--- config.mk ---
export PLATFORM = sky130hd
export DESIGN_NAME = depth_color_ramp
export DESIGN_NICKNAME = d
export VERILOG_FILES = /design/src/design/dcr_pkg.sv /design/src/design/dcr_fifo.sv /design/src/design/dcr_front.sv /design/src/design/dcr_back.sv /design/src/design/depth_color_ramp.sv
export VERILOG_INCLUDE_DIRS = /design/src /design/src/design
export SDC_FILE = /design/constraint.sdc
export NUM_CORES = 1
export LEC_CHECK = 0
export BUFFER_PORTS_ARGS = -buffer_cell sky130_fd_sc_hd__buf_4
export CAP_MARGIN = 30
export CORE_MARGIN = 5
export CORE_UTILIZATION = 40
export DETAILED_ROUTE_END_ITERATION = 8
export PLACE_DENSITY = 0.55
export SLEW_MARGIN = 25
export SYNTH_ARGS = -nofsm -noshare
export SYNTH_HDL_FRONTEND = slang
export SYNTH_HIERARCHICAL = 1
export SYNTH_SLANG_ARGS = --single-unit
--- constraint.sdc ---
create_clock -name clk -period 11.24 [get_ports clk]
set_input_delay 2.81 -clock clk [delete_from_list [all_inputs] [get_ports clk]]
set_output_delay 2.81 -clock clk [all_outputs]
set_load 0.005 [all_outputs]
--- src/design/assert_macros.svh ---
// ----------------------------------------------------------------------------
// assertion macros
// shared concurrent assertion helpers, empty in synthesis
// ----------------------------------------------------------------------------
`ifndef ASSERT_MACROS_SVH
`define ASSERT_MACROS_SVH

`ifndef SYNTHESIS
// antecedent implies consequent in the same cycle
`define ASSERT_IMPLY(label, clk, rst, ante, cons) \
  label: assert property (@(posedge clk) disable iff (rst) (ante) |-> (cons)) \
    else $error("assertion failed");
// antecedent implies consequent in the next cycle
`define ASSERT_NEXT(label, clk, rst, ante, cons) \
  label: assert property (@(posedge clk) disable iff (rst) (ante) |=> (cons)) \
    else $error("assertion failed");
// condition holds at every edge out of reset
`define ASSERT_ALWAYS(label, clk, rst, cond) \
  label: assert property (@(posedge clk) disable iff (rst) (cond)) \
    else $error("assertion failed");
`else
`define ASSERT_IMPLY(label, clk, rst, ante, cons)
`define ASSERT_NEXT(label, clk, rst, ante, cons)
`define ASSERT_ALWAYS(label, clk, rst, cond)
`endif

`endif

--- src/design/dcr_pkg.sv ---
// ----------------------------------------------------------------------------
// dcr_pkg
// shared types and constants of the depth color ramp
// ----------------------------------------------------------------------------
package dcr_pkg;

  localparam int DEPTH_W = 16;
  localparam int COLOR_W = 8;
  localparam int T_W     = DEPTH_W + 2;       // 3 * offset
  localparam int PART_W  = DEPTH_W + COLOR_W; // 255 * remainder
  localparam int DIV_BITS = COLOR_W;

  localparam logic [DEPTH_W-1:0] MIN_RANGE_RESET = 16'd500;
  localparam logic [DEPTH_W-1:0] MAX_RANGE_RESET = 16'd5000;

  localparam int REG_IDX_W = 1;
  localparam logic [REG_IDX_W-1:0] REG_MIN_RANGE = 1'b0;
  localparam logic [REG_IDX_W-1:0] REG_MAX_RANGE = 1'b1;

  localparam int MID_DEPTH_DEF = 4;
  localparam int OUT_DEPTH_DEF = 16;

  localparam logic [COLOR_W-1:0] CHAN_OFF  = '0;
  localparam logic [COLOR_W-1:0] CHAN_FULL = '1;

  typedef enum logic [1:0] {
    KIND_BLACK,
    KIND_RED,
    KIND_GREEN,
    KIND_RAMP
  } kind_t;

  typedef enum logic [1:0] {
    SEG_COOL,
    SEG_WARM,
    SEG_HOT
  } seg_t;

  // classified request waiting between front and back
  typedef struct packed {
    kind_t              kind;
    logic [T_W-1:0]     t;
    logic [DEPTH_W-1:0] span;
  } front_item_t;

  // one stage of the back pipeline
  typedef struct packed {
    kind_t              kind;
    seg_t               seg;
    logic [PART_W-1:0]  part;
    logic [DEPTH_W-1:0] span;
    logic [COLOR_W-1:0] quo;
  } div_stage_t;

  typedef struct packed {
    logic [COLOR_W-1:0] blue;
    logic [COLOR_W-1:0] green;
    logic [COLOR_W-1:0] red;
  } pixel_t;

endpackage

--- src/design/dcr_fifo.sv ---
// ----------------------------------------------------------------------------
// dcr_fifo
// small register queue with combinational head read
// ----------------------------------------------------------------------------
`include "assert_macros.svh"

module dcr_fifo #(
  parameter int WIDTH = 8,
  parameter int DEPTH = 4
) (
  input  logic             clk,
  input  logic             rst,
  input  logic             push,
  input  logic [WIDTH-1:0] wdata,
  output logic             full,
  input  logic             pop,
  output logic [WIDTH-1:0] rdata,
  output logic             empty
);

  localparam int PTR_W = (DEPTH > 1) ? $clog2(DEPTH) : 1;
  localparam int CNT_W = $clog2(DEPTH + 1);

  logic [WIDTH-1:0] store [DEPTH];
  logic [PTR_W-1:0] wptr;
  logic [PTR_W-1:0] rptr;
  logic [CNT_W-1:0] count;
  logic             do_push;
  logic             do_pop;

  assign full    = (count == CNT_W'(DEPTH));
  assign empty   = (count == '0);
  assign do_push = push && !full;
  assign do_pop  = pop && !empty;
  assign rdata   = store[rptr];

  always_ff @(posedge clk) begin
    if (rst) begin
      wptr  <= '0;
      rptr  <= '0;
      count <= '0;
    end else begin
      if (do_push) begin
        wptr <= (wptr == PTR_W'(DEPTH - 1)) ? '0 : wptr + PTR_W'(1);
      end
      if (do_pop) begin
        rptr <= (rptr == PTR_W'(DEPTH - 1)) ? '0 : rptr + PTR_W'(1);
      end
      count <= count + CNT_W'(do_push) - CNT_W'(do_pop);
    end
  end

  always_ff @(posedge clk) begin
    if (do_push) begin
      store[wptr] <= wdata;
    end
  end

  `ASSERT_ALWAYS(a_count_bound, clk, rst, count <= CNT_W'(DEPTH))

endmodule

--- src/design/dcr_front.sv ---
// ----------------------------------------------------------------------------
// dcr_front
// accepts depth samples, sorts them into black, red, green or ramp
// ----------------------------------------------------------------------------
`include "assert_macros.svh"

module dcr_front #(
  parameter int MID_DEPTH = dcr_pkg::MID_DEPTH_DEF
) (
  input  logic                          clk,
  input  logic                          rst,
  input  logic                          push,
  output logic                          full,
  input  logic [dcr_pkg::DEPTH_W-1:0]   depth_mm,
  input  logic [dcr_pkg::DEPTH_W-1:0]   min_range_mm,
  input  logic [dcr_pkg::DEPTH_W-1:0]   max_range_mm,
  output dcr_pkg::front_item_t          item,
  output logic                          item_valid,
  input  logic                          item_take
);

  localparam int ITEM_W = $bits(dcr_pkg::front_item_t);

  dcr_pkg::front_item_t          cls;
  logic [dcr_pkg::DEPTH_W-1:0]   offset;
  logic [ITEM_W-1:0]             q_rdata;
  logic                          q_empty;
  logic                          accept;

  assign accept = push && !full;
  assign offset = depth_mm - min_range_mm;

  // green covers both the far end and an empty or reversed range
  always_comb begin
    cls.span = max_range_mm - min_range_mm;
    cls.t    = dcr_pkg::T_W'({offset, 1'b0}) + dcr_pkg::T_W'(offset);
    priority if (depth_mm == '0) begin
      cls.kind = dcr_pkg::KIND_BLACK;
    end else if (depth_mm < min_range_mm) begin
      cls.kind = dcr_pkg::KIND_RED;
    end else if (depth_mm >= max_range_mm) begin
      cls.kind = dcr_pkg::KIND_GREEN;
    end else begin
      cls.kind = dcr_pkg::KIND_RAMP;
    end
  end

  dcr_fifo #(
    .WIDTH(ITEM_W),
    .DEPTH(MID_DEPTH)
  ) u_mid_q (
    .clk  (clk),
    .rst  (rst),
    .push (push),
    .wdata(cls),
    .full (full),
    .pop  (item_take),
    .rdata(q_rdata),
    .empty(q_empty)
  );

  assign item       = dcr_pkg::front_item_t'(q_rdata);
  assign item_valid = !q_empty;

  `ASSERT_IMPLY(a_ramp_inside_span, clk, rst, accept && (cls.kind == dcr_pkg::KIND_RAMP), offset < cls.span)

endmodule

--- src/design/dcr_back.sv ---
// ----------------------------------------------------------------------------
// dcr_back
// segment select, pipelined 8-bit divider and color mux into result queue
// ----------------------------------------------------------------------------
`include "assert_macros.svh"

module dcr_back #(
  parameter int OUT_DEPTH = dcr_pkg::OUT_DEPTH_DEF
) (
  input  logic                 clk,
  input  logic                 rst,
  input  dcr_pkg::front_item_t item,
  input  logic                 item_valid,
  output logic                 item_take,
  output logic                 empty,
  input  logic                 pop,
  output dcr_pkg::pixel_t      pixel
);

  localparam int RES_W  = $clog2(OUT_DEPTH + 1);
  localparam int PIX_W  = $bits(dcr_pkg::pixel_t);
  localparam int DIFF_W = dcr_pkg::T_W + 1;
  localparam int NB     = dcr_pkg::DIV_BITS;

  logic [RES_W-1:0]      reserved;
  logic                  issue;
  logic                  out_full;
  logic                  out_pop;
  logic [PIX_W-1:0]      out_rdata;
  logic [DIFF_W-1:0]     diff1;
  logic [DIFF_W-1:0]     diff2;
  dcr_pkg::div_stage_t   s0_next;
  dcr_pkg::div_stage_t   s0;
  dcr_pkg::div_stage_t   s0_scaled;
  logic                  s0_vld;
  dcr_pkg::div_stage_t   stg     [0:NB];
  logic                  stg_vld [0:NB];
  dcr_pkg::pixel_t       px;
  logic [dcr_pkg::COLOR_W-1:0] val;

  // slots held by the pipeline plus the result queue
  assign issue     = item_valid && (reserved < RES_W'(OUT_DEPTH));
  assign item_take = issue;
  assign out_pop   = pop && !empty;

  always_ff @(posedge clk) begin
    if (rst) begin
      reserved <= '0;
    end else begin
      reserved <= reserved + RES_W'(issue) - RES_W'(out_pop);
    end
  end

  // segment from t against span and twice span
  assign diff1 = {1'b0, item.t} - DIFF_W'(item.span);
  assign diff2 = {1'b0, item.t} - DIFF_W'({item.span, 1'b0});

  always_comb begin
    s0_next.kind = item.kind;
    s0_next.span = item.span;
    s0_next.quo  = '0;
    priority if (!diff2[DIFF_W-1]) begin
      s0_next.seg  = dcr_pkg::SEG_HOT;
      s0_next.part = dcr_pkg::PART_W'(diff2[dcr_pkg::DEPTH_W-1:0]);
    end else if (!diff1[DIFF_W-1]) begin
      s0_next.seg  = dcr_pkg::SEG_WARM;
      s0_next.part = dcr_pkg::PART_W'(diff1[dcr_pkg::DEPTH_W-1:0]);
    end else begin
      s0_next.seg  = dcr_pkg::SEG_COOL;
      s0_next.part = dcr_pkg::PART_W'(item.t[dcr_pkg::DEPTH_W-1:0]);
    end
  end

  always_ff @(posedge clk) begin
    if (rst) begin
      s0_vld     <= 1'b0;
      stg_vld[0] <= 1'b0;
    end else begin
      s0_vld     <= issue;
      stg_vld[0] <= s0_vld;
    end
  end

  // dividend is 255 times the remainder
  always_comb begin
    s0_scaled      = s0;
    s0_scaled.part = {s0.part[dcr_pkg::DEPTH_W-1:0], {dcr_pkg::COLOR_W{1'b0}}} - s0.part;
  end

  always_ff @(posedge clk) begin
    if (issue) begin
      s0 <= s0_next;
    end
    stg[0] <= s0_scaled;
  end

  // restoring division, one quotient bit per stage
  for (genvar j = 0; j < NB; j++) begin : g_div
    localparam int BIT = NB - 1 - j;
    logic [dcr_pkg::PART_W:0] cand;
    dcr_pkg::div_stage_t      nxt;

    assign cand = {1'b0, stg[j].part}
                - ((dcr_pkg::PART_W + 1)'(stg[j].span) << BIT);

    always_comb begin
      nxt = stg[j];
      if (!cand[dcr_pkg::PART_W]) begin
        nxt.part     = cand[dcr_pkg::PART_W-1:0];
        nxt.quo[BIT] = 1'b1;
      end
    end

    always_ff @(posedge clk) begin
      if (rst) begin
        stg_vld[j+1] <= 1'b0;
      end else begin
        stg_vld[j+1] <= stg_vld[j];
      end
    end

    always_ff @(posedge clk) begin
      stg[j+1] <= nxt;
    end
  end

  assign val = stg[NB].quo;

  always_comb begin
    px = '{blue: dcr_pkg::CHAN_OFF, green: dcr_pkg::CHAN_OFF, red: dcr_pkg::CHAN_OFF};
    unique case (stg[NB].kind)
      dcr_pkg::KIND_BLACK: ;
      dcr_pkg::KIND_RED:   px.red   = dcr_pkg::CHAN_FULL;
      dcr_pkg::KIND_GREEN: px.green = dcr_pkg::CHAN_FULL;
      dcr_pkg::KIND_RAMP: begin
        unique case (stg[NB].seg)
          dcr_pkg::SEG_COOL: begin
            px.blue  = val;
            px.green = val;
            px.red   = ~val;
          end
          dcr_pkg::SEG_WARM: begin
            px.blue  = dcr_pkg::CHAN_FULL;
            px.green = ~val;
          end
          default: begin
            px.blue  = ~val;
            px.green = val;
          end
        endcase
      end
      default: ;
    endcase
  end

  dcr_fifo #(
    .WIDTH(PIX_W),
    .DEPTH(OUT_DEPTH)
  ) u_out_q (
    .clk  (clk),
    .rst  (rst),
    .push (stg_vld[NB]),
    .wdata(px),
    .full (out_full),
    .pop  (pop),
    .rdata(out_rdata),
    .empty(empty)
  );

  assign pixel = dcr_pkg::pixel_t'(out_rdata);

  `ASSERT_IMPLY(a_room_on_arrival, clk, rst, stg_vld[NB], !out_full)
  `ASSERT_ALWAYS(a_reserve_bound, clk, rst, reserved <= RES_W'(OUT_DEPTH))
  `ASSERT_NEXT(a_issue_enters, clk, rst, issue, s0_vld)

endmodule

--- src/design/depth_color_ramp.sv ---
// ----------------------------------------------------------------------------
// depth_color_ramp
// depth sample in millimetres to blue, green, red pixel
// ----------------------------------------------------------------------------
// Takes one depth sample per clock and gives one pixel per sample, in order.
// A zero depth is black, a depth below min_range_mm is red, a depth at or
// past max_range_mm (or any nonzero depth at or past min when the range is
// empty or reversed) is green. In between, the range is cut into three equal
// segments, each a 0..255 ramp: red to cyan, then to blue, then to green.
// Throughput is one sample per cycle as long as pop keeps up. A sample
// passes through the classifier queue, a segment select register, a register
// that forms 255 times the remainder, then eight stages of a restoring
// divider that yields one color bit per stage. The result queue holds
// OUT_DEPTH pixels; the back end only starts a sample when a result slot is
// reserved for it, so a stalled pop fills the result queue, then the
// classifier queue (MID_DEPTH), then raises full. Configuration is written
// through cfg_we, cfg_index (0 = min range, 1 = max range) and cfg_data;
// the user must do so only while no sample is in flight; no check enforces it.
// ----------------------------------------------------------------------------
module depth_color_ramp #(
  parameter int MID_DEPTH = dcr_pkg::MID_DEPTH_DEF,
  parameter int OUT_DEPTH = dcr_pkg::OUT_DEPTH_DEF
) (
  input  logic                            clk,
  input  logic                            rst,
  // depth request side
  input  logic                            push,
  output logic                            full,
  input  logic [dcr_pkg::DEPTH_W-1:0]     depth_mm,
  // pixel request side
  output logic                            empty,
  input  logic                            pop,
  output logic [dcr_pkg::COLOR_W-1:0]     blue,
  output logic [dcr_pkg::COLOR_W-1:0]     green,
  output logic [dcr_pkg::COLOR_W-1:0]     red,
  // register write port
  input  logic                            cfg_we,
  input  logic [dcr_pkg::REG_IDX_W-1:0]   cfg_index,
  input  logic [dcr_pkg::DEPTH_W-1:0]     cfg_data
);

  logic [dcr_pkg::DEPTH_W-1:0] min_range_mm;
  logic [dcr_pkg::DEPTH_W-1:0] max_range_mm;
  dcr_pkg::front_item_t        item;
  logic                        item_valid;
  logic                        item_take;
  dcr_pkg::pixel_t             pixel;

  // ramp end registers
  always_ff @(posedge clk) begin
    if (rst) begin
      min_range_mm <= dcr_pkg::MIN_RANGE_RESET;
      max_range_mm <= dcr_pkg::MAX_RANGE_RESET;
    end else if (cfg_we) begin
      unique case (cfg_index)
        dcr_pkg::REG_MIN_RANGE: min_range_mm <= cfg_data;
        dcr_pkg::REG_MAX_RANGE: max_range_mm <= cfg_data;
        default: ;
      endcase
    end
  end

  // classify and queue
  dcr_front #(
    .MID_DEPTH(MID_DEPTH)
  ) u_front (
    .clk         (clk),
    .rst         (rst),
    .push        (push),
    .full        (full),
    .depth_mm    (depth_mm),
    .min_range_mm(min_range_mm),
    .max_range_mm(max_range_mm),
    .item        (item),
    .item_valid  (item_valid),
    .item_take   (item_take)
  );

  // divide, color and hold results
  dcr_back #(
    .OUT_DEPTH(OUT_DEPTH)
  ) u_back (
    .clk       (clk),
    .rst       (rst),
    .item      (item),
    .item_valid(item_valid),
    .item_take (item_take),
    .empty     (empty),
    .pop       (pop),
    .pixel     (pixel)
  );

  assign blue  = pixel.blue;
  assign green = pixel.green;
  assign red   = pixel.red;

endmodule
==> results.md, run 1 <==
| Step | Metric | Reported |
|---|---|---|
| clock network | Clk pin slew, worst setup/hold paths | 60 ps |
| worst setup path | Category of the most critical setup path | reg -> out |
| floorplanning | Number of top-level pins | 64 |
| grt | Global route total overflow | 0 |
| clock network | CTS tree | yes |
| yosys | Leading register cell type out of synthesis | sky130_fd_sc_hd__edfxtp_1 |
| sta | Hold violation total from the final report | 0 |
| finish | Number of nets in the layout | 3978 |
| drt | Final routed wirelength across all metal layers | 95900 µm |
| sta | Max Slew Vio Count | 0 |
| clock network | Number of H-tree branching levels | 3 |
| drt | Residual DRC | 0 |
| worst setup path | Critical path fanouts, max | 42 |
| floorplanning | Die W | 347 µm |
| floorplanning | DIE AREA | 120000 µm² |
| drt | Iteration-0 DRC Markers | 1695 |
| finish | Utilization after layout | 45.7% |
| clock network | Maximum root-to-sink buffer count | 3 |
| clock network | Post-cts repair resize count | 0 |
| worst setup path | Worst r2r path cells | 13 |
| yosys | Mapped cell area | 45400 µm² |
| yosys | Syn nets | 3850 |
| finish | Share of post-route cells with drive strength above 1 | 13.9% |
| drt | Per-cell via count in the routed design | 5.14 |
| placed design | Placed insts | 5060 |
| worst setup path | Kind of start point of the critical path | register |
| finish | Filler Cell Count | 10200 |
| sta | # setup viols final | 0 |
| drt | Total iterations of the first detailed-routing run | 5 |
| sta | Setup TNS | 0 ps |
| sta | Setup repair after global routing missed its margin | false |
| min path | Worst hold path depth | 0 |
| clock network | Clock root buffer master | sky130_fd_sc_hd__clkbuf_16 |
| floorplanning | # rows | 123 |
| clock network | Skew-Pair Late Insertion Delay | 710 ps |
| drt | Total number of vias | 27100 |
| yosys | Main area contributors after synthesis | sky130_fd_sc_hd__edfxtp_1 37%, sky130_fd_sc_hd__dfxtp_1 21%, sky130_fd_sc_hd__ha_1 7.0% |
| placed design | Placed instance area | 47700 µm² |
| clock network | Post-CTS Setup Bufs | 0 |
| floorplanning | Die Span Y | 347 µm |
| grt | GRT Resource Usage Total | 15.6% |
| yosys | EDFF count, synth | 564 |
| floorplanning | Initial core utilization | 40.3% |
| pwr | Worst IR Drop VDD | 0.151 mV |
| worst setup path | Worst R2R Setup Slack | 6440 ps |
| worst setup path | Arrival time at the worst endpoint | 4020 ps |
| grt | Maximum number of pins on one net before global-route repair | 85 |
| min path | Worst min-delay path category | reg -> reg |
| grt | Antenna violations before repair | 0 |
| yosys | Synth area leader | sky130_fd_sc_hd__edfxtp_1 |
| pwr | Power per unit of standard cell area | 327 nW/µm² |
| sta | Worst hold margin | 292 ps |
| finish | Antenna fix cells | 0 |
| pwr | Leakage power summed over all cells | 19.8 nW |
| grt | Number of global-route vias before repair | 26800 |
| sta | Slew headroom | 34.4% |
| clock network | Number of buffers created by CTS | 108 |
| placed design | Port-buffer cells | 63 |
| finish | Cell Count, Final, Fillers Out | 5266 |
| placed design | Routability cong. | 0.807 |
| grt | First-pass GRT wire length | 150000 µm |
| worst setup path | Required time of the critical path | 8430 ps |
| clock network | Number of buffers added to fix hold violations after cts | 0 |
| finish | Final instance area | 51500 µm² |
| yosys | Synthesized netlist cell count | 3542 |
| yosys | Synth cell types | 100 |
| yosys | Average instance area after synthesis | 12.8 µm² |
| finish | Area added between synthesis and finish | 13.6% |
| drt | Number of nets still failing antenna checks after routing | 0 |
| yosys | Proportion of register bits with asynchronous set or reset after synthesis | 0% |
| job | Reported max-cap violation count | 0 |
| sta | Final Cycle Share | 60.7% |
| sta | Maximum clock frequency | 147 MHz |
| yosys | Seq/Total Area, Yosys | 57.8% |
| clock network | Clk sink count | 1029 |
| sta | Final worst path period need | 6830 ps |
| yosys | Synthesis-stage register bit count | 1029 |
| sta | Pin slew with the least headroom to its limit | 982 ps |
| drt | DR WL/cell | 18.2 µm |
| sta | Maximum clock skew at final layout | 71.2 ps |
| worst setup path | Crit. End Element | primary output |
| yosys | Warnings, synthesis | 6 |
| yosys | Area share of the leading cell type in the synthesized netlist | 37.3% |
| placed design | Post-DP HPWL | 63900 µm |
| floorplanning | Core Area | 113000 µm² |
| status | Outcome | completed |
[cell families after synthesis]
| group | Yosys count | synth area share (%) |
|---|---|---|
| compound gates | 757 | 11.2 |
| xor+xnor | 194 | 3.74 |
| fa+ha+maj | 270 | 7.69 |
| buf+inv | 371 | 3.45 |
| flops | 1029 | 57.8 |
| mux | 205 | 8.26 |
| simple gates | 716 | 7.81 |
[area by class of cell]
type / count / area, µm² / share of cell area [%]
Clock inverter: 68 / 851 / 1.65
Inverter: 275 / 1030 / 2.01
Tap cell: 1500 / 1880 / 3.64
Timing Repair Buffer: 114 / 906 / 1.76
Clock buffer: 138 / 3010 / 5.84
Multi-Input combinational cell: 2142 / 17600 / 34.2
Sequential cell: 1029 / 26300 / 50.9
[per-stage QoR]
stage	total power [mW]	setup slack [ps]
global route	18.1	4040
finish	16.9	4410
global placement	13.2	4710
floorplan	11.5	5330
CTS	17.0	4240
detailed placement	13.2	4680
[critical path, cell delays in order, from the launching register on]
cell	delay, ps
sky130_fd_sc_hd__dfxtp_4	710
sky130_fd_sc_hd__buf_4	590
sky130_fd_sc_hd__buf_4	780
sky130_fd_sc_hd__mux4_2	590
sky130_fd_sc_hd__a22oi_1	210
sky130_fd_sc_hd__nand2_1	180
sky130_fd_sc_hd__buf_4	180
[per-layer routing]
layer	GRT usage (%)	share of wire, %	vias to the layer above
met4	4.63	2.4	0
met3	2.18	4.0	115
li1	-	-	13300
met2	27.2	50	465
met5	0	0	-
met1	20.3	44	13100
[synthesized netlist by cell type, drive strengths merged, types with 51 or more instances]
cell type,count
a21o,72
a21oi,203
buf,51
dfxtp,465
edfxtp,564
ha,255
inv,274
mux4,132
nand2,158
nand2b,53
nor2,208
nor2b,61
o21ai,148
xnor2,128
xor2,66
[path summary, 6_finish.rpt]
check,start,end
worst min register to register,u_back/stg[0][123],u_back/stg[0][175]
worst max register to register,register,u_back/s0[28]
worst max-delay path,register,red[5]
worst min-delay path,u_back/stg[0][123],u_back/stg[0][175]
[registers in the layout, indices dropped and copies added, names as in the netlist, named ones only]
name                   cells
u_front/u_mid_q/rptr       2
u_back/s0_vld              1
u_back/stg               392
u_back/s0                 36
u_front/u_mid_q/store    144
u_back/u_out_q/store     384
u_front/u_mid_q/count      3
u_back/u_out_q/rptr        4
u_back/u_out_q/count       5
u_front/u_mid_q/wptr       2
u_back/u_out_q/wptr        4
u_back/reserved            5
u_back/stg_vld             9
min_range_mm              16
max_range_mm              16
[placed cells by master (no fill, tap or decap), drive strengths merged, types with 7 or more instances in the layout]
master,count
a211o,9
a211oi,40
a21boi,15
a21o,72
a21oi,203
a22oi,49
a31o,7
a31oi,32
and2,32
and3,31
buf,114
bufinv,15
clkbuf,138
clkinv,50
dfxtp,465
edfxtp,564
fa,15
ha,255
inv,277
mux2,36
mux2i,37
mux4,132
nand2,158
nand2b,53
nand3,49
nand4,20
nor2,208
nor2b,61
nor3,41
nor4,16
o2111ai,11
o211ai,15
o21a,39
o21ai,148
o21bai,19
o31a,16
o31ai,26
or3,17
xnor2,128
xor2,66
[power by group]
group          switching [mW]  leakage, nW  internal [mW]  total [mW]
Combinational            4.06         8.83           3.23        7.29
Clock                    1.47         1.90           2.25        3.73
Sequential              0.519         9.06           5.32        5.84
Total                    6.05         19.8           10.8        16.9
Power figures use the tool's default switching activity.
==> inputs of run 2 (changes only) <==
--- a/config.mk
+++ b/config.mk
@@ -6,12 +6,13 @@
 export SDC_FILE = /design/constraint.sdc
 export NUM_CORES = 1
 export LEC_CHECK = 0
+export ABC_AREA = 1
 export BUFFER_PORTS_ARGS = -buffer_cell sky130_fd_sc_hd__buf_4
 export CAP_MARGIN = 30
 export CORE_MARGIN = 5
 export CORE_UTILIZATION = 40
 export DETAILED_ROUTE_END_ITERATION = 8
-export PLACE_DENSITY = 0.55
+export PLACE_DENSITY = 0.57
 export SLEW_MARGIN = 25
 export SYNTH_ARGS = -nofsm -noshare
 export SYNTH_HDL_FRONTEND = slang
==> constraint.sdc (replaced) <==
create_clock -name clk -period 6.2 [get_ports clk]
set_input_delay 1.55 -clock clk [delete_from_list [all_inputs] [get_ports clk]]
set_output_delay 1.55 -clock clk [all_outputs]
set_load 0.005 [all_outputs]
==> run 2 against run 1 <==
Net effect: final cell count grew 45%; core utilization is 0.60 points lower; largest cell class unchanged; wire length rose by 35%; combinational power is 150% higher; register-to-register slack got worse by 4400 ps; power grew 110%; hold slack better by 25 ps; non-clock buffer count down 4.
==> results.md, run 2 <==
| Step | Metric | Reported | vs previous |
|---|---|---|---|
| min path | Worst hold path depth | 0 | unchanged |
| drt | Final routed wirelength across all metal layers | 129000 µm | was 95900 µm |
| worst setup path | Required time of the critical path | 4650 ps | was 8430 ps |
| placed design | Placed insts | 7406 | was 5060 |
| finish | Most common cell after layout, fill and taps aside | sky130_fd_sc_hd__nand2_1 | was sky130_fd_sc_hd__edfxtp_1 |
| yosys | Synthesized netlist cell count | 5802 | was 3542 |
| sta | Final Cycle Share | 72.1% |  |
| pwr | Power per unit of standard cell area | 633 nW/µm² | was 327 nW/µm² |
| worst setup path | Kind of start point of the critical path | register | unchanged |
| finish | Number of nets in the layout | 6188 | was 3978 |
| yosys | Average instance area after synthesis | 8.63 µm² | was 12.8 µm² |
| drt | Residual DRC | 0 | unchanged |
| floorplanning | Initial core utilization | 40.4% | was 40.3% |
| drt | Iteration-0 DRC Markers | 2218 | was 1695 |
| floorplanning | Core Area | 124000 µm² | was 113000 µm² |
| sta | Slew headroom | 36.5% | was 34.4% |
| yosys | Mapped cell area | 50000 µm² | was 45400 µm² |
| grt | GRT Resource Usage Total | 19.4% | was 15.6% |
| status | Outcome | completed | unchanged |
| grt | Antenna violations before repair | 3 | was 0 |
| finish | Antenna fix cells | 0 | unchanged |
| clock network | Number of buffers added to fix hold violations after cts | 0 | unchanged |
| sta | Hold violation total from the final report | 0 | unchanged |
| grt | First-pass GRT wire length | 203000 µm | was 150000 µm |
| worst setup path | Critical path fanouts, max | 103 | was 42 |
| floorplanning | # rows | 129 | was 123 |
| clock network | Post-CTS Setup Bufs | 0 | unchanged |
| finish | Biggest registers after layout | u_back/stg x392, u_back/u_out_q/store x384, u_front/u_mid_q/store x144 | unchanged |
| drt | Number of nets still failing antenna checks after routing | 0 | unchanged |
| clock network | CTS tree | yes | unchanged |
| finish | Cell Count, Final, Fillers Out | 7612 | was 5266 |
| floorplanning | Die Span Y | 364 µm | was 347 µm |
| grt | Maximum number of pins on one net before global-route repair | 227 | was 85 |
| sta | Maximum clock frequency | 224 MHz |  |
| clock network | Clk sink count | 1029 | unchanged |
| sta | Pin slew with the least headroom to its limit | 953 ps | was 982 ps |
| worst setup path | Worst r2r path cells | 14 | was 13 |
| clock network | Maximum root-to-sink buffer count | 3 | unchanged |
| job | Reported max-cap violation count | 0 | unchanged |
| finish | Share of post-route cells with drive strength above 1 | 7.31% | was 13.9% |
| worst setup path | Category of the most critical setup path | reg -> out | unchanged |
| clock network | Clk pin slew, worst setup/hold paths | 60 ps | about the same |
| floorplanning | Number of top-level pins | 64 | unchanged |
| finish | Register with the most flip-flops | u_back/stg | unchanged |
| sta | Setup repair after global routing missed its margin | false | unchanged |
| drt | Total number of vias | 37400 | was 27100 |
| sta | Setup TNS | 0 ps | unchanged |
| sta | Maximum clock skew at final layout | 21.6 ps | was 71.2 ps |
| clock network | Number of buffers created by CTS | 107 | was 108 |
| finish | Largest register FFs | 392 | unchanged |
| grt | Number of global-route vias before repair | 36800 | was 26800 |
| clock network | Post-cts repair resize count | 0 | unchanged |
| drt | Total iterations of the first detailed-routing run | 7 | was 5 |
| finish | Area added between synthesis and finish | 11.8% | was 13.6% |
| yosys | Syn nets | 6110 | was 3850 |
| placed design | Port-buffer cells | 63 | unchanged |
| clock network | Clock root buffer master | sky130_fd_sc_hd__clkbuf_16 | unchanged |
| pwr | Leakage power summed over all cells | 25.1 nW | was 19.8 nW |
| sta | Final worst path period need | 4470 ps |  |
| floorplanning | DIE AREA | 132000 µm² | was 120000 µm² |
| pwr | Worst IR Drop VDD | 0.323 mV | was 0.151 mV |
| grt | Global route total overflow | 0 | unchanged |
| floorplanning | Die W | 364 µm | was 347 µm |
| sta | Max Slew Vio Count | 0 | unchanged |
| clock network | Skew-Pair Late Insertion Delay | 700 ps | was 710 ps |
| placed design | Routability cong. | 0.915 | was 0.807 |
| placed design | Post-DP HPWL | 91300 µm | was 63900 µm |
| sta | # setup viols final | 0 | unchanged |
| worst setup path | Crit. End Element | primary output | unchanged |
| finish | Commonest cells after routing, fill and taps aside | 1618 x sky130_fd_sc_hd__nand2_1, 744 x sky130_fd_sc_hd__inv_1, 564 x sky130_fd_sc_hd__edfxtp_1, 524 x sky130_fd_sc_hd__nor2_1, 512 x sky130_fd_sc_hd__nand3_1 | was 564 x sky130_fd_sc_hd__edfxtp_1, 461 x sky130_fd_sc_hd__dfxtp_1, 271 x sky130_fd_sc_hd__inv_1, 255 x sky130_fd_sc_hd__ha_1, 207 x sky130_fd_sc_hd__nor2_1 |
| min path | Worst min-delay path category | reg -> reg | unchanged |
| worst setup path | Arrival time at the worst endpoint | 2920 ps | was 4020 ps |
| drt | Per-cell via count in the routed design | 4.92 | was 5.14 |
| clock network | Number of H-tree branching levels | 3 | unchanged |
| drt | DR WL/cell | 17.0 µm | was 18.2 µm |
| yosys | Warnings, synthesis | 6 | unchanged |
==> run 2: report_power, final <==
| part | switching (mW) | internal [mW] | total (mW) |
|---|---|---|---|
| Combinational | 11.9 | 6.19 | 18.1 |
| Sequential | 1.13 | 9.81 | 10.9 |
| Clock | 2.70 | 3.72 | 6.42 |
| Total | 15.7 | 19.7 | 35.4 |
==> run 2: layout make-up <==
type	instances	area (µm²)
fillers	12200	68000
flip-flops and latches	1029	26300
multi-input cells	3863	20100
clock buffers	149	3060
inverters	769	2910
well taps	1637	2050
repair buffers	110	1020
clock inverters	55	532
==> run 2: worst max-delay path, cell delays in order, from the launching register on <==
cell                      delay, ps
sky130_fd_sc_hd__dfxtp_2        340
sky130_fd_sc_hd__inv_6          590
sky130_fd_sc_hd__buf_4          500
sky130_fd_sc_hd__nor2_1          90
sky130_fd_sc_hd__o21ai_0         90
sky130_fd_sc_hd__nand3_1        110
sky130_fd_sc_hd__nand3_1        100
sky130_fd_sc_hd__nand2_1        120
sky130_fd_sc_hd__buf_4          160
==> run 2: through the flow <==
step | hold WS (ps) | total power [mW] | setup WS (ps) | cell area (µm²) | util (%)
after floorplan | 310 | 24.1 | 2190 | 50000 | -
after global placement | 311 | 29.1 | 1650 | 52100 | 42.0
after detailed placement | 312 | 29.2 | 1620 | 52300 | 42.2
after CTS | 310 | 35.7 | 1640 | 55900 | 45.1
after global routing | 319 | 38.6 | 1550 | 56000 | 45.1
final | 317 | 35.4 | 1730 | 56000 | 45.1
==> run 2: path summary, 6_finish.rpt <==
kind	slack (ps)	to	startpoint
min reg2reg	320	u_back/stg[0][145]	u_back/stg[0][93]
min	320	u_back/stg[0][145]	u_back/stg[0][93]
max reg2reg	2000	u_back/s0[39]	register
max	1730	red[0]	register
==> run 2: routing by layer <==
metal	up-vias	routed length, µm	GRT usage [%]
met5	-	0	0
met4	0	4700	6.93
li1	19000	-	-
met1	17400	56100	24.4
met2	776	63400	34.5
met3	252	5120	2.29
==> inputs of run 3 (changes only) <==
==> constraint.sdc (replaced) <==
create_clock -name clk -period 3.95 [get_ports clk]
set_input_delay 0.9875 -clock clk [delete_from_list [all_inputs] [get_ports clk]]
set_output_delay 0.9875 -clock clk [all_outputs]
set_load 0.005 [all_outputs]
==> run 3 against run 2 <==
Net effect: final area increased by 0.72%; hold slack got worse by 1.2 ps; via count increased by 0.63%; critical path type unchanged; critical endpoint is now blue[4]; largest power group unchanged; highest routed layer is now met5.
==> results.md, run 3 (synthesis gave the netlist of run 2 again) <==
| Step | Metric | Reported | vs previous |
|---|---|---|---|
| grt | Maximum number of pins on one net before global-route repair | 204 | was 227 |
| finish | Antenna fix cells | 0 | unchanged |
| clock network | Maximum root-to-sink buffer count | 3 | unchanged |
| finish | Cell Count, Final, Fillers Out | 7658 | was 7612 |
| finish | Filler Cell Count | 12100 | was 12200 |
| clock network | Clock root buffer master | sky130_fd_sc_hd__clkbuf_16 | unchanged |
| grt | Antenna violations before repair | 4 | was 3 |
| finish | Biggest registers after layout | u_back/stg x392, u_back/u_out_q/store x384, u_front/u_mid_q/store x144 | unchanged |
| worst setup path | Worst R2R Setup Slack | 630 ps | was 2000 ps |
| pwr | Worst IR Drop VDD | 0.492 mV | was 0.323 mV |
| finish | Commonest cells after routing, fill and taps aside | 1618 x sky130_fd_sc_hd__nand2_1, 745 x sky130_fd_sc_hd__inv_1, 564 x sky130_fd_sc_hd__edfxtp_1, 524 x sky130_fd_sc_hd__nor2_1, 512 x sky130_fd_sc_hd__nand3_1 | was 1618 x sky130_fd_sc_hd__nand2_1, 744 x sky130_fd_sc_hd__inv_1, 564 x sky130_fd_sc_hd__edfxtp_1, 524 x sky130_fd_sc_hd__nor2_1, 512 x sky130_fd_sc_hd__nand3_1 |
| grt | GRT Resource Usage Total | 19.3% | was 19.4% |
| sta | # setup viols final | 0 | unchanged |
| grt | Number of global-route vias before repair | 36500 | was 36800 |
| worst setup path | Required time of the critical path | 2960 ps | was 4650 ps |
| drt | Met2 wire len | 62900 µm | was 63400 µm |
| floorplanning | # rows | 129 | unchanged |
| finish | Most common cell after layout, fill and taps aside | sky130_fd_sc_hd__nand2_1 | unchanged |
| drt | Top Layer Used | met5 | was met4 |
| finish | Register with the most flip-flops | u_back/stg | unchanged |
| sta | Max Slew Vio Count | 0 | unchanged |
| worst setup path | Crit. End Element | primary output | unchanged |
| min path | Worst hold path depth | 0 | unchanged |
| placed design | Routability cong. | 0.892 | was 0.915 |
| clock network | CTS tree | yes | unchanged |
| worst setup path | Category of the most critical setup path | reg -> out | unchanged |
| floorplanning | Die W | 364 µm | unchanged |
| worst setup path | Reg-to-Reg End | u_back/s0[39] | unchanged |
| worst setup path | Kind of start point of the critical path | register | unchanged |
| finish | Number of nets in the layout | 6235 | was 6188 |
| placed design | Placed insts | 7454 | was 7406 |
| drt | Residual DRC | 0 | unchanged |
| clock network | Number of H-tree branching levels | 3 | unchanged |
| placed design | Post-DP HPWL | 90700 µm | was 91300 µm |
| finish | Utilization after layout | 45.5% | was 45.1% |
| sta | Hold violation total from the final report | 0 | unchanged |
| worst setup path | Arrival time at the worst endpoint | 2780 ps | was 2920 ps |
| finish | Largest register FFs | 392 | unchanged |
| worst setup path | Worst r2r path cells | 14 | unchanged |
| finish | Share of post-route cells with drive strength above 1 | 8.22% | was 7.31% |
| drt | DR WL met3 | 5010 µm | was 5120 µm |
| drt | DR WL/cell | 17.0 µm | about the same |
| drt | Iteration-0 DRC Markers | 2547 | was 2218 |
| drt | Per-cell via count in the routed design | 4.92 | about the same |
| grt | Global route total overflow | 0 | unchanged |
| drt | Total number of vias | 37700 | was 37400 |
| floorplanning | Core Area | 124000 µm² | unchanged |
| sta | Slew headroom | 33.4% | was 36.5% |
| clock network | Skew-Pair Late Insertion Delay | 680 ps | was 700 ps |
| sta | Setup repair after global routing missed its margin | false | unchanged |
| job | Reported max-cap violation count | 0 | unchanged |
| finish | Area added between synthesis and finish | 12.6% | was 11.8% |
| sta | Pin slew with the least headroom to its limit | 998 ps | was 953 ps |
| drt | Routed met1 length | 56500 µm | was 56100 µm |
| drt | Final routed wirelength across all metal layers | 130000 µm | was 129000 µm |
| floorplanning | Number of top-level pins | 64 | unchanged |
| sta | Final worst path period need | 3770 ps |  |
| floorplanning | Die Span Y | 364 µm | unchanged |
| drt | Total iterations of the first detailed-routing run | 6 | was 7 |
| worst setup path | Endpoint of the most critical setup path | blue[4] | was red[0] |
| floorplanning | DIE AREA | 132000 µm² | unchanged |
| clock network | Number of buffers created by CTS | 107 | unchanged |
| pwr | Power per unit of standard cell area | 1010 nW/µm² | was 633 nW/µm² |
| pwr | Leakage power summed over all cells | 25.4 nW | was 25.1 nW |
| grt | First-pass GRT wire length | 202000 µm | was 203000 µm |
| clock network | Clk sink count | 1029 | unchanged |
| clock network | Number of buffers added to fix hold violations after cts | 0 | unchanged |
| floorplanning | Initial core utilization | 40.4% | unchanged |
| worst setup path | Critical path fanouts, max | 42 | was 103 |
| status | Outcome | completed | unchanged |
| sta | Maximum clock skew at final layout | 21.8 ps | was 21.6 ps |
| sta | Final Cycle Share | 95.5% |  |
| finish | Area taken by flip-flops and latches | 26300 µm² | unchanged |
| drt | Number of nets still failing antenna checks after routing | 0 | unchanged |
| finish | Multi-input combinational cell area | 20100 µm² | about the same |
| placed design | Port-buffer cells | 63 | unchanged |
| sta | Worst hold margin | 316 ps | was 317 ps |
| clock network | Clk pin slew, worst setup/hold paths | 60 ps | about the same |
| sta | Maximum clock frequency | 265 MHz |  |
| min path | Worst min-delay path category | reg -> reg | unchanged |
[run 3: final cells by class]
type,count,share of cell area [%]
Clock buffer,143,5.49
Clock inverter,60,1.15
Inverter,769,5.16
Multi-Input combinational cell,3863,35.7
Sequential cell,1029,46.6
Tap cell,1637,3.63
Timing Repair Buffer,157,2.28
[run 3: stage by stage]
| stage | setup WS (ps) | instance area (µm²) | setup TNS (ps) | total power, mW |
|---|---|---|---|---|
| after CTS | 25.8 | 56300 | 0 | 57.0 |
| after global placement | 35.2 | 52600 | 0 | 46.1 |
| after detailed placement | -14.9 | 52600 | -90.9 | 46.3 |
| after global routing | 35.8 | 56400 | 0 | 61.6 |
| final | 179 | 56400 | 0 | 56.7 |
| after floorplan | 286 | 50000 | 0 | 37.8 |
[run 3: worst max-delay path, stage by stage (launching register included)]
cell and delay, ps:
sky130_fd_sc_hd__dfxtp_4 600, sky130_fd_sc_hd__inv_4 310, sky130_fd_sc_hd__buf_12 270, sky130_fd_sc_hd__or2_2 280, sky130_fd_sc_hd__nand2_1 60, sky130_fd_sc_hd__nand3_1 60, sky130_fd_sc_hd__nand3_1 150, sky130_fd_sc_hd__nand2_1 160
sky130_fd_sc_hd__buf_4 170
[run 3: how the worst min path moves through the flow]
stage	start	end
6_report	u_back/stg[0][92]	u_back/stg[0][144]
5_1_grt	u_back/stg[0][258]	u_back/stg[0][310]
4_1_cts	u_back/stg[0][352]	u_back/stg[0][404]
3_5_place_dp	u_back/stg[0][72]	u_back/stg[0][124]
3_3_place_gp	u_back/stg[0][406]	u_back/stg[0][458]
2_1_floorplan	u_back/stg[0][51]	u_back/stg[0][103]
[run 3: what timing repair did]
action	in CTS	in global routing
setup endpoints to repair	0	9
setup buffers	0	0
gates resized for setup	0	1
[run 3: power by group]
group | internal [mW] | total (mW) | switching, mW
clock network | 6.19 | 10.5 | 4.32
registers | 15.4 | 17.1 | 1.69
logic | 10.1 | 29.1 | 19.0
[run 3: per-layer routing]
layer | vias to the layer above | global-route usage, %
li1 | 19100 | -
met1 | 17400 | 24.2
met2 | 826 | 34.1
met3 | 279 | 2.17
met4 | 2 | 7.81
met5 | - | 0
